[src/rtl/ote_ram.sv]
module ote_ram #(
    parameter int WIDTH = 8,
    parameter int DEPTH = 2,
    parameter int AW    = (DEPTH > 1) ? $clog2(DEPTH) : 1
) (
    input  logic             clk,
    input  logic             wr_en,
    input  logic [AW-1:0]    wr_addr,
    input  logic [WIDTH-1:0] wr_data,
    input  logic             rd_en,
    input  logic [AW-1:0]    rd_addr,
    output logic [WIDTH-1:0] rd_data
);

    logic [WIDTH-1:0] mem [DEPTH];
    logic [WIDTH-1:0] rd_data_reg;

    always_ff @(posedge clk)
    begin
        if (wr_en)
        begin
            mem[wr_addr] <= wr_data;
        end
        if (rd_en)
        begin
            rd_data_reg <= mem[rd_addr];
        end
    end

    assign rd_data = rd_data_reg;

endmodule

[config.mk]
export PLATFORM = sky130hd
export DESIGN_NAME = ote_ram
export DESIGN_NICKNAME = d
export VERILOG_FILES = /design/src/rtl/ote_ram.sv
export SDC_FILE = /design/constraint.sdc
export NUM_CORES = 1
export LEC_CHECK = 0
export ABC_AREA = 1
export ABC_CLOCK_PERIOD_IN_PS = 2700
export BUFFER_PORTS_ARGS = -buffer_cell sky130_fd_sc_hd__buf_2
export CORE_MARGIN = 2
export CORE_UTILIZATION = 53
export CTS_BUF_LIST = sky130_fd_sc_hd__clkbuf_4 sky130_fd_sc_hd__clkbuf_8 sky130_fd_sc_hd__clkbuf_16
export DETAILED_ROUTE_END_ITERATION = 6
export PLACE_DENSITY = 0.8
export SYNTH_ARGS = -nofsm -noshare
export SYNTH_HDL_FRONTEND = slang
export SYNTH_SLANG_ARGS = --single-unit
export TNS_END_PERCENT = 50
[constraint.sdc]
create_clock -name clk -period 2.7 [get_ports clk]
set_input_delay 0.54 -clock clk [delete_from_list [all_inputs] [get_ports clk]]
set_output_delay 0.54 -clock clk [all_outputs]
set_load 0.01 [all_outputs]
### Yosys cells after proc, flatten, opt, wreduce, memory -nomap -nowiden

Memory sizes are Yosys's and may differ from the RTL's. A register that Yosys moved wholly into a read port is not among the register bits.
Cells that the tools add are included.

* bits in writable memories: 16
* memories kept: 1
* register bits: 0
* ROM bits: 0
* output and inout bits: 8
* word-level logic and storage cells: 3
* input bits: 13
* latch bits: 0

Memory list
* mem: depth 2, bits a word 8, rd ports 1, clocked after Yosys merged registers in 1, wr ports 1, line 15 `logic [WIDTH-1:0] mem [DEPTH];`

* $lt $le $gt $ge: 0
* equality and inequality tests: 0
* bitwise logic cells: 0
* shift operators: 0
* multiplexer cells: 2
* div/mod/pow operators: 0
* multiply operators: 0
* add/subtract/negate cells: 0
* reduce and logical (&&, ||, !) cells: 0

Operators by type and width (count)
* 2-to-1 mux 1 bit: 2

### Longest topological paths before layout

Gate-level depths: netlist of the first run.

* word-level depth: 2
* gate-level depth with buffers: 4
* depth with buffers taken out: 3

### Least setup slack after synthesis of the first run

Ideal clock, no wire load.

* path type: in2reg
* start point: input wr_en
* end point: memory mem[0][0] (enable)
* stages: 2
* path buffers: 0
* library setup time: 0.371 ns
* arrival time: 0.929 ns
* path slack: 1.400 ns
* cells stage by stage: inv_1 > nor2_1

* word-level cells in the longest chain between the ends: 2

RTL lines
* start, declared: line 7 `input logic wr_en,`
* 2-to-1 mux 1 bit: line 20 `if (wr_en)`
* 2-to-1 mux 1 bit (implied by the code): line 22 `mem[wr_addr] <= wr_data;`
* end, declared: line 15

Every way passes these cells.

### Final worst setup path of the first run

* start point: register rd_data_reg[0] (netlist: rd_data[0]), read port of mem
* end point: output rd_data[0]

RTL lines
* start, declared: line 16 `logic [WIDTH-1:0] rd_data_reg;`
* end, declared: line 12 `output logic [WIDTH-1:0] rd_data`

No word-level cell between the ends.

==> impl_metrics.tcl, run 1 <==
set metrics [dict create \
    run_status "completed" \
    power_density_mw_per_mm2 652 \
    maxSlewHeadroom_pct 57.1 \
    endpoint_kind "output port" \
    grt_max_degree 13 \
    register_bit_count_reported_by_yosys 24 \
    route.antenna.remaining_nets 0 \
    worstPathCellList "buf_2" \
    unrepaired_setup_endpoints_after_global_routing "false" \
    avgSynthCellArea_sq_um 15.6 \
    post_cts_setup_buffers 0 \
    cts_max_level 1 \
    crit_fanout 1 \
    cp_top_family "flip-flops" \
    worst_setup_hold_path_clk_slew_ns 0.12 \
    cts_made_buffers 3 \
    cts_hold_buf 0 \
    wire_per_inst_microns 10.6 \
    postSynthCellCount 54 \
    routed_wirelength_microns 977 \
    die_y_microns 43.8 \
    fp.coreArea_sq_mm 0.00149 \
    number_of_global_route_vias_before_repair 391 \
    fin_tns_setup_ns 0 \
    skew_ns 0.00778 \
    worstHoldEndpoint "mem[0][2]" \
    num_rows 14 \
    route.detailed.drc 0 \
    tritoncts_clock_tree "done" \
    synth_nets 67 \
    rr_startpoint "mem[0][4]" \
    layout.nets 91 \
    synth.yosys.warnings 0 \
    synth_top_cell_area_share_pct 85.7 \
    ctsLongestPathBuffers 2 \
    netlist-cell-type-count 6 \
    grt_first_pass_wirelength_microns 1550 \
    setup.worst_path.class "reg2out" \
    static-leakage-power_nw 0.415 \
    setup_viol_count_final 0 \
    hold_path_startpoint "wr_data[2]" \
    die_w_microns 43.8 \
    clk-insertion-delay-late_ns 0.30 \
    max_ffs_per_register 16 \
    root_buffer "clkbuf_4" \
    grtUsageTotal_pct 11.7 \
    finalCritPeriodShare_pct 50.3 \
    hold-worst-slack_ns 0.418 \
    drt_first_pass_iters 4 \
    max_freq_mhz 736 \
    total_buffers_and_inverters_traversed_by_the_critical_path 1 \
    grt-ovfl-total 0 \
    layout_min_cycle_time_ns 1.36 \
    synth.yosys.seq_area_share_pct 85.7 \
    worst-r2r-setup-slack_ns 1.95 \
    place.gp.congestion 0.639 \
    crit_arrival_ns 0.82 \
    report.final.slew_viol_count 0 \
    antenna_found_initial 0 \
    detailedRoute.firstIterationViolations 4 \
    cp-start-kind "register" \
    die_area_sq_mm 0.00192 \
    cts_resized 0 \
    flow.area_growth_from_synthesis_pct 15.6 \
    clock_sink_count 24 \
    vdd.ir_drop.worst_uv 431 \
    hold_viol_final 0 \
    start_util_pct 56.5 \
    hp-class "in2reg" \
    r2r-end "rd_data[4]" \
    ios 21 \
    r2r_cells 2 \
    hold_path_cells 1 \
    portBuffers 20 \
    detailroute.via_count 435 \
    vias_per_cell 4.73 \
    worst-slew-pin-transition_ns 0.641 \
    layout-drive-gt1-share_pct 31.6 \
    timing.critical_path.slowest_cell_delay_ns 0.37 \
    cell_area_after_technology_mapping_sq_um 841 \
    cap_violations 0 \
    yosys.area.top_type "edfxtp_1" \
    worst-endpoint-required_ns 2.16 \
    timing.critical_path.slowest_stage_cell "edfxtp_1" \
    synthTopCellsByArea "edfxtp_1, nand2_1, buf_6, inv_1, inv_2" \
    antennaDiodeCount 0 \
]
==> layer usage <==
metal,share of wire (%),GRT usage [%],up-vias
li1,-,-,229
met5,0,0,-
met2,50,18.8,12
met4,0.92,9.09,0
met3,5.4,3.75,2
met1,43,12.5,192
==> power by group <==
part | internal (W) | switching (W) | total [W] | leakage (nW)
logic | 0.0000169 | 0.0000255 | 0.0000425 | 0.171
registers | 0.000439 | 0.00000564 | 0.000445 | 0.230
clock network | 0.0000520 | 0.0000942 | 0.000146 | 0.0138
total | 0.000508 | 0.000125 | 0.000634 | 0.415
==> metrics by stage <==
| stage | util [%] | instances | worst slack [ns] | total power [W] | instance area (sq um) |
|---|---|---|---|---|---|
| finish | 65.3 | 92 | 1.34 | 0.000634 | 972 |
| global route | 65.3 | 92 | 1.30 | 0.000655 | 972 |
| CTS | 65.3 | 92 | 1.34 | 0.000637 | 972 |
| detailed placement | 63.8 | 89 | 1.14 | 0.000498 | 950 |
| global placement | 63.8 | 89 | 1.22 | 0.000495 | 950 |
| floorplan | - | 54 | 1.40 | 0.000475 | 841 |
==> final cells by class <==
| cell class | instances | area, sq um |
|---|---|---|
| multi-input combinational | 26 | 97.6 |
| fill | 117 | 517 |
| timing repair buffer | 20 | 100 |
| sequential | 24 | 721 |
| inverter | 3 | 11.3 |
| tap | 16 | 20.0 |
| clock buffer | 3 | 22.5 |
==> cells by family after synthesis <==
kind of cell / synth area share, %
AND/OR/NAND/NOR: 11.6
flip-flops: 85.7
buffers and inverters: 2.68
==> synthesized netlist by cell type <==
cell and instances:
buf_6 1, edfxtp_1 24, inv_1 2, inv_2 1, nand2_1 25, nor2_1 1
==> cells in the final DEF, fill, tap and decap left out, drive strengths merged <==
master and n:
nand2 25, nor2 1, buf 20, clkbuf 3, inv 3, edfxtp 24
==> worst reg2reg max path, delay by kind of cell, from the launching register on <==
| kind | cells | cell delay [ns] |
|---|---|---|
| and+or+nand+nor | 2 | 0.12 |
| DFF | 1 | 0.40 |
==> worst max path at each step <==
stage	endpoint	startpoint	depth (start not counted)
final	rd_data[0]	rd_data[0]	1
after global routing	rd_data[1]	rd_data[1]	1
after CTS	rd_data[0]	rd_data[0]	1
after detailed placement	mem[0][6]	wr_en	3
after global placement	mem[0][6]	wr_addr	2
after floorplan	mem[0][0]	wr_en	2
Power figures use the tool's default switching activity.
==> inputs of run 2 (changes only) <==
--- a/config.mk
+++ b/config.mk
@@ -6,13 +6,13 @@
 export NUM_CORES = 1
 export LEC_CHECK = 0
 export ABC_AREA = 1
-export ABC_CLOCK_PERIOD_IN_PS = 2700
+export ABC_CLOCK_PERIOD_IN_PS = 1200
 export BUFFER_PORTS_ARGS = -buffer_cell sky130_fd_sc_hd__buf_2
 export CORE_MARGIN = 2
-export CORE_UTILIZATION = 53
+export CORE_UTILIZATION = 44
 export CTS_BUF_LIST = sky130_fd_sc_hd__clkbuf_4 sky130_fd_sc_hd__clkbuf_8 sky130_fd_sc_hd__clkbuf_16
 export DETAILED_ROUTE_END_ITERATION = 6
-export PLACE_DENSITY = 0.8
+export PLACE_DENSITY = 0.71
 export SYNTH_ARGS = -nofsm -noshare
 export SYNTH_HDL_FRONTEND = slang
 export SYNTH_SLANG_ARGS = --single-unit
==> constraint.sdc (replaced) <==
create_clock -name clk -period 1.2 [get_ports clk]
set_input_delay 0.24 -clock clk [delete_from_list [all_inputs] [get_ports clk]]
set_output_delay 0.24 -clock clk [all_outputs]
set_load 0.01 [all_outputs]
==> impl_metrics.tcl, run 2 (same netlist as run 1, synthesis figures left out) <==
set metrics [dict create \
    run_status "completed" \
    leading_cell_types_in_the_layout_fill_and_taps_excluded "nand2_1, edfxtp_1, buf_2" \
    grt_max_degree 13 \
    grt_first_pass_wirelength_microns 1470 \
    worst_setup_hold_path_clk_slew_ns 0.11 \
    vdd.ir_drop.worst_uv 1140 \
    static-leakage-power_nw 0.420 \
    endpoint_kind "output port" \
    die_w_microns 47.7 \
    portBuffers 20 \
    unrepaired_setup_endpoints_after_global_routing "false" \
    report.final.slew_viol_count 0 \
    total_buffers_and_inverters_traversed_by_the_critical_path 1 \
    worst-slew-pin-transition_ns 0.295 \
    worst-r2r-setup-slack_ns 0.45 \
    r2r_cells 2 \
    rr_startpoint "mem[1][3]" \
    num_rows 15 \
    fp.coreArea_sq_mm 0.00176 \
    timing.critical_path.slowest_stage_cell "edfxtp_1" \
    timing.critical_path.slowest_cell_delay_ns 0.37 \
    r2r-end "rd_data[3]" \
    antenna_found_initial 0 \
    ios 21 \
    fin_tns_setup_ns 0 \
    cts_made_buffers 3 \
    power_density_mw_per_mm2 1430 \
    flow.area_growth_from_synthesis_pct 17.9 \
    route.antenna.remaining_nets 0 \
    seq_cell_area_sq_um 721 \
    wire_per_inst_microns 9.76 \
    max_freq_mhz 953 \
    grt-ovfl-total 0 \
    clock_sink_count 24 \
    worstPathCellList "buf_2" \
    grtUsageTotal_pct 9.93 \
    maxSlewHeadroom_pct 80.3 \
    max_ffs_per_register 16 \
    post_layout_util_pct 56.2 \
    worst-endpoint-required_ns 0.96 \
    filler_cell_count 157 \
    detailroute.via_count 447 \
    root_buffer "clkbuf_4" \
    cap_violations 0 \
    hold_path_cells 1 \
    drt_first_pass_iters 4 \
    tritoncts_clock_tree "done" \
    place_hpwl_microns 747 \
    skew_ns 0.00423 \
    cts_hold_buf 0 \
    place.gp.congestion 0.658 \
    clk-insertion-delay-late_ns 0.29 \
    layout.nets 92 \
    crit_arrival_ns 0.81 \
    post_cts_setup_buffers 0 \
    antennaDiodeCount 0 \
    cts_resized 0 \
    worstHoldEndpoint "mem[1][4]" \
    route.detailed.drc 0 \
    cp_top_family "flip-flops" \
    crit_fanout 1 \
    mostFrequentLayoutCell "nand2_1" \
    hold_path_startpoint "wr_data[4]" \
    setup.worst_path.class "reg2out" \
    cts_max_level 1 \
    hold_viol_final 0 \
    hp-class "in2reg" \
    die_area_sq_mm 0.00228 \
    ctsLongestPathBuffers 2 \
    routed_wirelength_microns 996 \
    cp-start-kind "register" \
    start_util_pct 47.7 \
    detailedRoute.firstIterationViolations 11 \
    die_y_microns 47.7 \
    layout_min_cycle_time_ns 1.05 \
    number_of_global_route_vias_before_repair 329 \
    setup_viol_count_final 0 \
    vias_per_cell 4.38 \
    layout-drive-gt1-share_pct 32.5 \
    multiInputGateArea_sq_um 97.6 \
    finalCritPeriodShare_pct 87.5 \
]
==> run 2: stage by stage <==
step | setup WS, ns | cell area [sq um] | power, W | std cells | hold WS, ns
after floorplan | 0.200 | 841 | 0.00107 | 54 | 0.339
after global placement | 0.275 | 968 | 0.00112 | 99 | 0.430
after detailed placement | 0.254 | 968 | 0.00112 | 99 | 0.432
after CTS | 0.134 | 991 | 0.00143 | 102 | 0.118
after global routing | 0.102 | 991 | 0.00147 | 102 | 0.113
final | 0.151 | 991 | 0.00142 | 102 | 0.128
==> run 2: where the power goes <==
part	internal (W)	switching [W]	leakage, nW
Clock	0.000117	0.000199	0.0138
Combinational	0.0000404	0.0000591	0.177
Sequential	0.000988	0.0000123	0.230
Total	0.00115	0.000270	0.420
==> run 2: how the worst max path moves through the flow <==
stage,from,endpoint,slack (ns),cells after the start
after floorplan,wr_en,mem[0][0],0.20,2
after global placement,wr_addr,mem[1][5],0.27,3
after detailed placement,wr_addr,mem[1][5],0.25,3
after CTS,rd_data[7],rd_data[7],0.13,1
after global routing,rd_data[3],rd_data[3],0.10,1
final,rd_data[7],rd_data[7],0.15,1
==> run 2: layer usage <==
metal	GRT usage [%]	wire length (microns)	vias up
met4	9.73	27	0
met1	12.7	402	194
met5	0	0	-
met3	1.13	52	2
li1	-	-	230
met2	14.4	514	21
==> run 2: final cells by class <==
class	count	area share (%)
timing repair buffer	21	10.9
sequential	24	72.7
multi-input combinational	26	9.85
tap	25	3.16
inverter	3	1.14
clock buffer	3	2.27
==> inputs of run 3 (changes only) <==
--- a/config.mk
+++ b/config.mk
@@ -6,13 +6,14 @@
 export NUM_CORES = 1
 export LEC_CHECK = 0
 export ABC_AREA = 1
-export ABC_CLOCK_PERIOD_IN_PS = 1200
+export ABC_CLOCK_PERIOD_IN_PS = 1300
 export BUFFER_PORTS_ARGS = -buffer_cell sky130_fd_sc_hd__buf_2
 export CORE_MARGIN = 2
-export CORE_UTILIZATION = 44
+export CORE_UTILIZATION = 53
 export CTS_BUF_LIST = sky130_fd_sc_hd__clkbuf_4 sky130_fd_sc_hd__clkbuf_8 sky130_fd_sc_hd__clkbuf_16
 export DETAILED_ROUTE_END_ITERATION = 6
-export PLACE_DENSITY = 0.71
+export HOLD_SLACK_MARGIN = 0.03
+export PLACE_DENSITY = 0.8
 export SYNTH_ARGS = -nofsm -noshare
 export SYNTH_HDL_FRONTEND = slang
 export SYNTH_SLANG_ARGS = --single-unit
==> constraint.sdc (replaced) <==
create_clock -name clk -period 1.3 [get_ports clk]
set_input_delay 0.26 -clock clk [delete_from_list [all_inputs] [get_ports clk]]
set_output_delay 0.26 -clock clk [all_outputs]
set_load 0.01 [all_outputs]
==> impl_metrics.tcl, run 3 (same netlist as run 1, synthesis figures left out) <==
set metrics [dict create \
    hp-class "in2reg" \
    hold_path_startpoint "wr_data[2]" \
    clk-insertion-delay-late_ns 0.30 \
    grt-ovfl-total 0 \
    root_buffer "clkbuf_4" \
    cp-start-kind "register" \
    r2r_cells 2 \
    start_util_pct 56.5 \
    detailroute.via_count 442 \
    vdd.ir_drop.worst_uv 926 \
    route.detailed.drc 0 \
    timing.critical_path.slowest_cell_delay_ns 0.38 \
    worstPathCellList "buf_2" \
    crit_arrival_ns 0.82 \
    fin_tns_setup_ns 0 \
    vias_per_cell 4.70 \
    cap_violations 0 \
    postLayoutSetupSlackWorst_ns 0.223 \
    seq_power_share_pct 60.4 \
    layout.cells.non_filler 94 \
    detailed_place.area_sq_um 957 \
    maxSlewHeadroom_pct 80.4 \
    worstHoldEndpoint "mem[1][2]" \
    global_route.usage.met2_pct 20.9 \
    layout_min_cycle_time_ns 1.08 \
    place_hpwl_microns 784 \
    total_buffers_and_inverters_traversed_by_the_critical_path 1 \
    timing.critical_path.slowest_stage_cell "edfxtp_1" \
    cts_hold_buf 0 \
    max_ffs_per_register 16 \
    die_area_sq_mm 0.00192 \
    antennaDiodeCount 0 \
    ctsLongestPathBuffers 2 \
    wire_per_inst_microns 11.0 \
    postLayoutCellArea_sq_mm 0.00101 \
    grt_first_pass_wirelength_microns 1620 \
    grtUsageMet3_pct 2.50 \
    groute.layer.met1.usage_pct 13.6 \
    tritoncts_clock_tree "done" \
    worst-r2r-setup-slack_ns 0.56 \
    route.antenna.remaining_nets 0 \
    portBuffers 20 \
    layout.nets 92 \
    filler_cell_count 95 \
    cts_max_level 1 \
    dpl.cell_count 90 \
    combinationalPowerShare_pct 6.0 \
    layout-drive-gt1-share_pct 33.3 \
    grtUsageTotal_pct 12.1 \
    hold_path_cells 1 \
    report.final.slew_viol_count 0 \
    static-leakage-power_nw 0.434 \
    r2r-end "rd_data[0]" \
    rr_startpoint "mem[0][0]" \
    mostFrequentLayoutCell "nand2_1" \
    post_cts_setup_buffers 0 \
    skew_ns 0.00627 \
    cts_made_buffers 3 \
    hold_viol_final 0 \
    detailedRoute.firstIterationViolations 2 \
    cp_top_family "flip-flops" \
    worst_setup_hold_path_clk_slew_ns 0.12 \
    run_status "completed" \
    setup_viol_count_final 0 \
    clock_sink_count 24 \
    unrepaired_setup_endpoints_after_global_routing "false" \
    worst-slew-pin-transition_ns 0.293 \
    number_of_global_route_vias_before_repair 419 \
    endpoint_kind "output port" \
    setup.worst_path.class "reg2out" \
    drt_first_pass_iters 3 \
    num_rows 14 \
    power.net_switching_w 0.000270 \
    finalCritPeriodShare_pct 82.9 \
    ios 21 \
    cellInternalPower_w 0.00126 \
    grt_max_degree 15 \
    multiInputGateArea_sq_um 97.6 \
    die_w_microns 43.8 \
    pre_cts_ws_ns 0.334 \
    power_frac_clock_pct 33.6 \
    sw_frac_of_total_pct 17.6 \
    crit_fanout 1 \
    max_freq_mhz 928 \
    seq_cell_area_sq_um 721 \
    place.gp.congestion 0.652 \
    die_y_microns 43.8 \
    antenna_found_initial 0 \
    fp.coreArea_sq_mm 0.00149 \
    flow.area_growth_from_synthesis_pct 20.1 \
    highest_utilization_routing_layer_at_the_global_route_stage "met2" \
    leading_cell_types_in_the_layout_fill_and_taps_excluded "nand2_1, edfxtp_1, buf_2" \
    cts_resized 0 \
    worst-endpoint-required_ns 1.04 \
    routed_wirelength_microns 1030 \
    power_density_mw_per_mm2 1520 \
]
==> run 3: changes by cell type in the layout (fill, tap and decap cells not counted), sizes merged <==
cell	before	now
bufinv	0	1
==> run 3: routing by layer <==
metal  vias up  share of wire (%)  routed length, microns
li1        230                  -                       -
met1       200                 43                     443
met2        12                 52                     538
met3         0                5.1                      53
met4         0                  0                       0
met5         -                  0                       0
==> run 3: worst max path at each step <==
stage | startpoint | end | cells after the start
global route | rd_data[5] | rd_data[5] | 1
CTS | rd_data[2] | rd_data[2] | 1
global placement | wr_addr | mem[1][6] | 3
finish | rd_data[2] | rd_data[2] | 1
detailed placement | wr_addr | mem[1][6] | 3
floorplan | wr_en | mem[0][0] | 2
==> run 3: layout make-up <==
cell class                      count  area share, %
Inverter                            3           1.12
Multi-Input combinational cell     26           9.67
Timing Repair Buffer               21           10.7
Sequential cell                    24           71.4
Tap cell                           16           1.98
Clock buffer                        3           2.23
Clock inverter                      1           2.97
==> run 3: through the flow <==
step                      util (%)  total power [W]  hold slack [ns]
after floorplan                  -         0.000987            0.359
after CTS                     67.8          0.00155            0.126
after detailed placement      64.3          0.00104            0.453
after global placement        64.3          0.00103            0.449
final                         67.8          0.00153            0.137
after global routing          67.8          0.00159            0.112
==> run 3: power by group through the flow <==
stage	clock network, W	logic (W)	registers, W
final	0.000514	0.0000921	0.000924
after detailed placement	0	0.0000941	0.000943
after CTS	0.000528	0.0000942	0.000925
after floorplan	0	0.0000356	0.000951
after global routing	0.000555	0.000103	0.000930
after global placement	0	0.0000896	0.000940
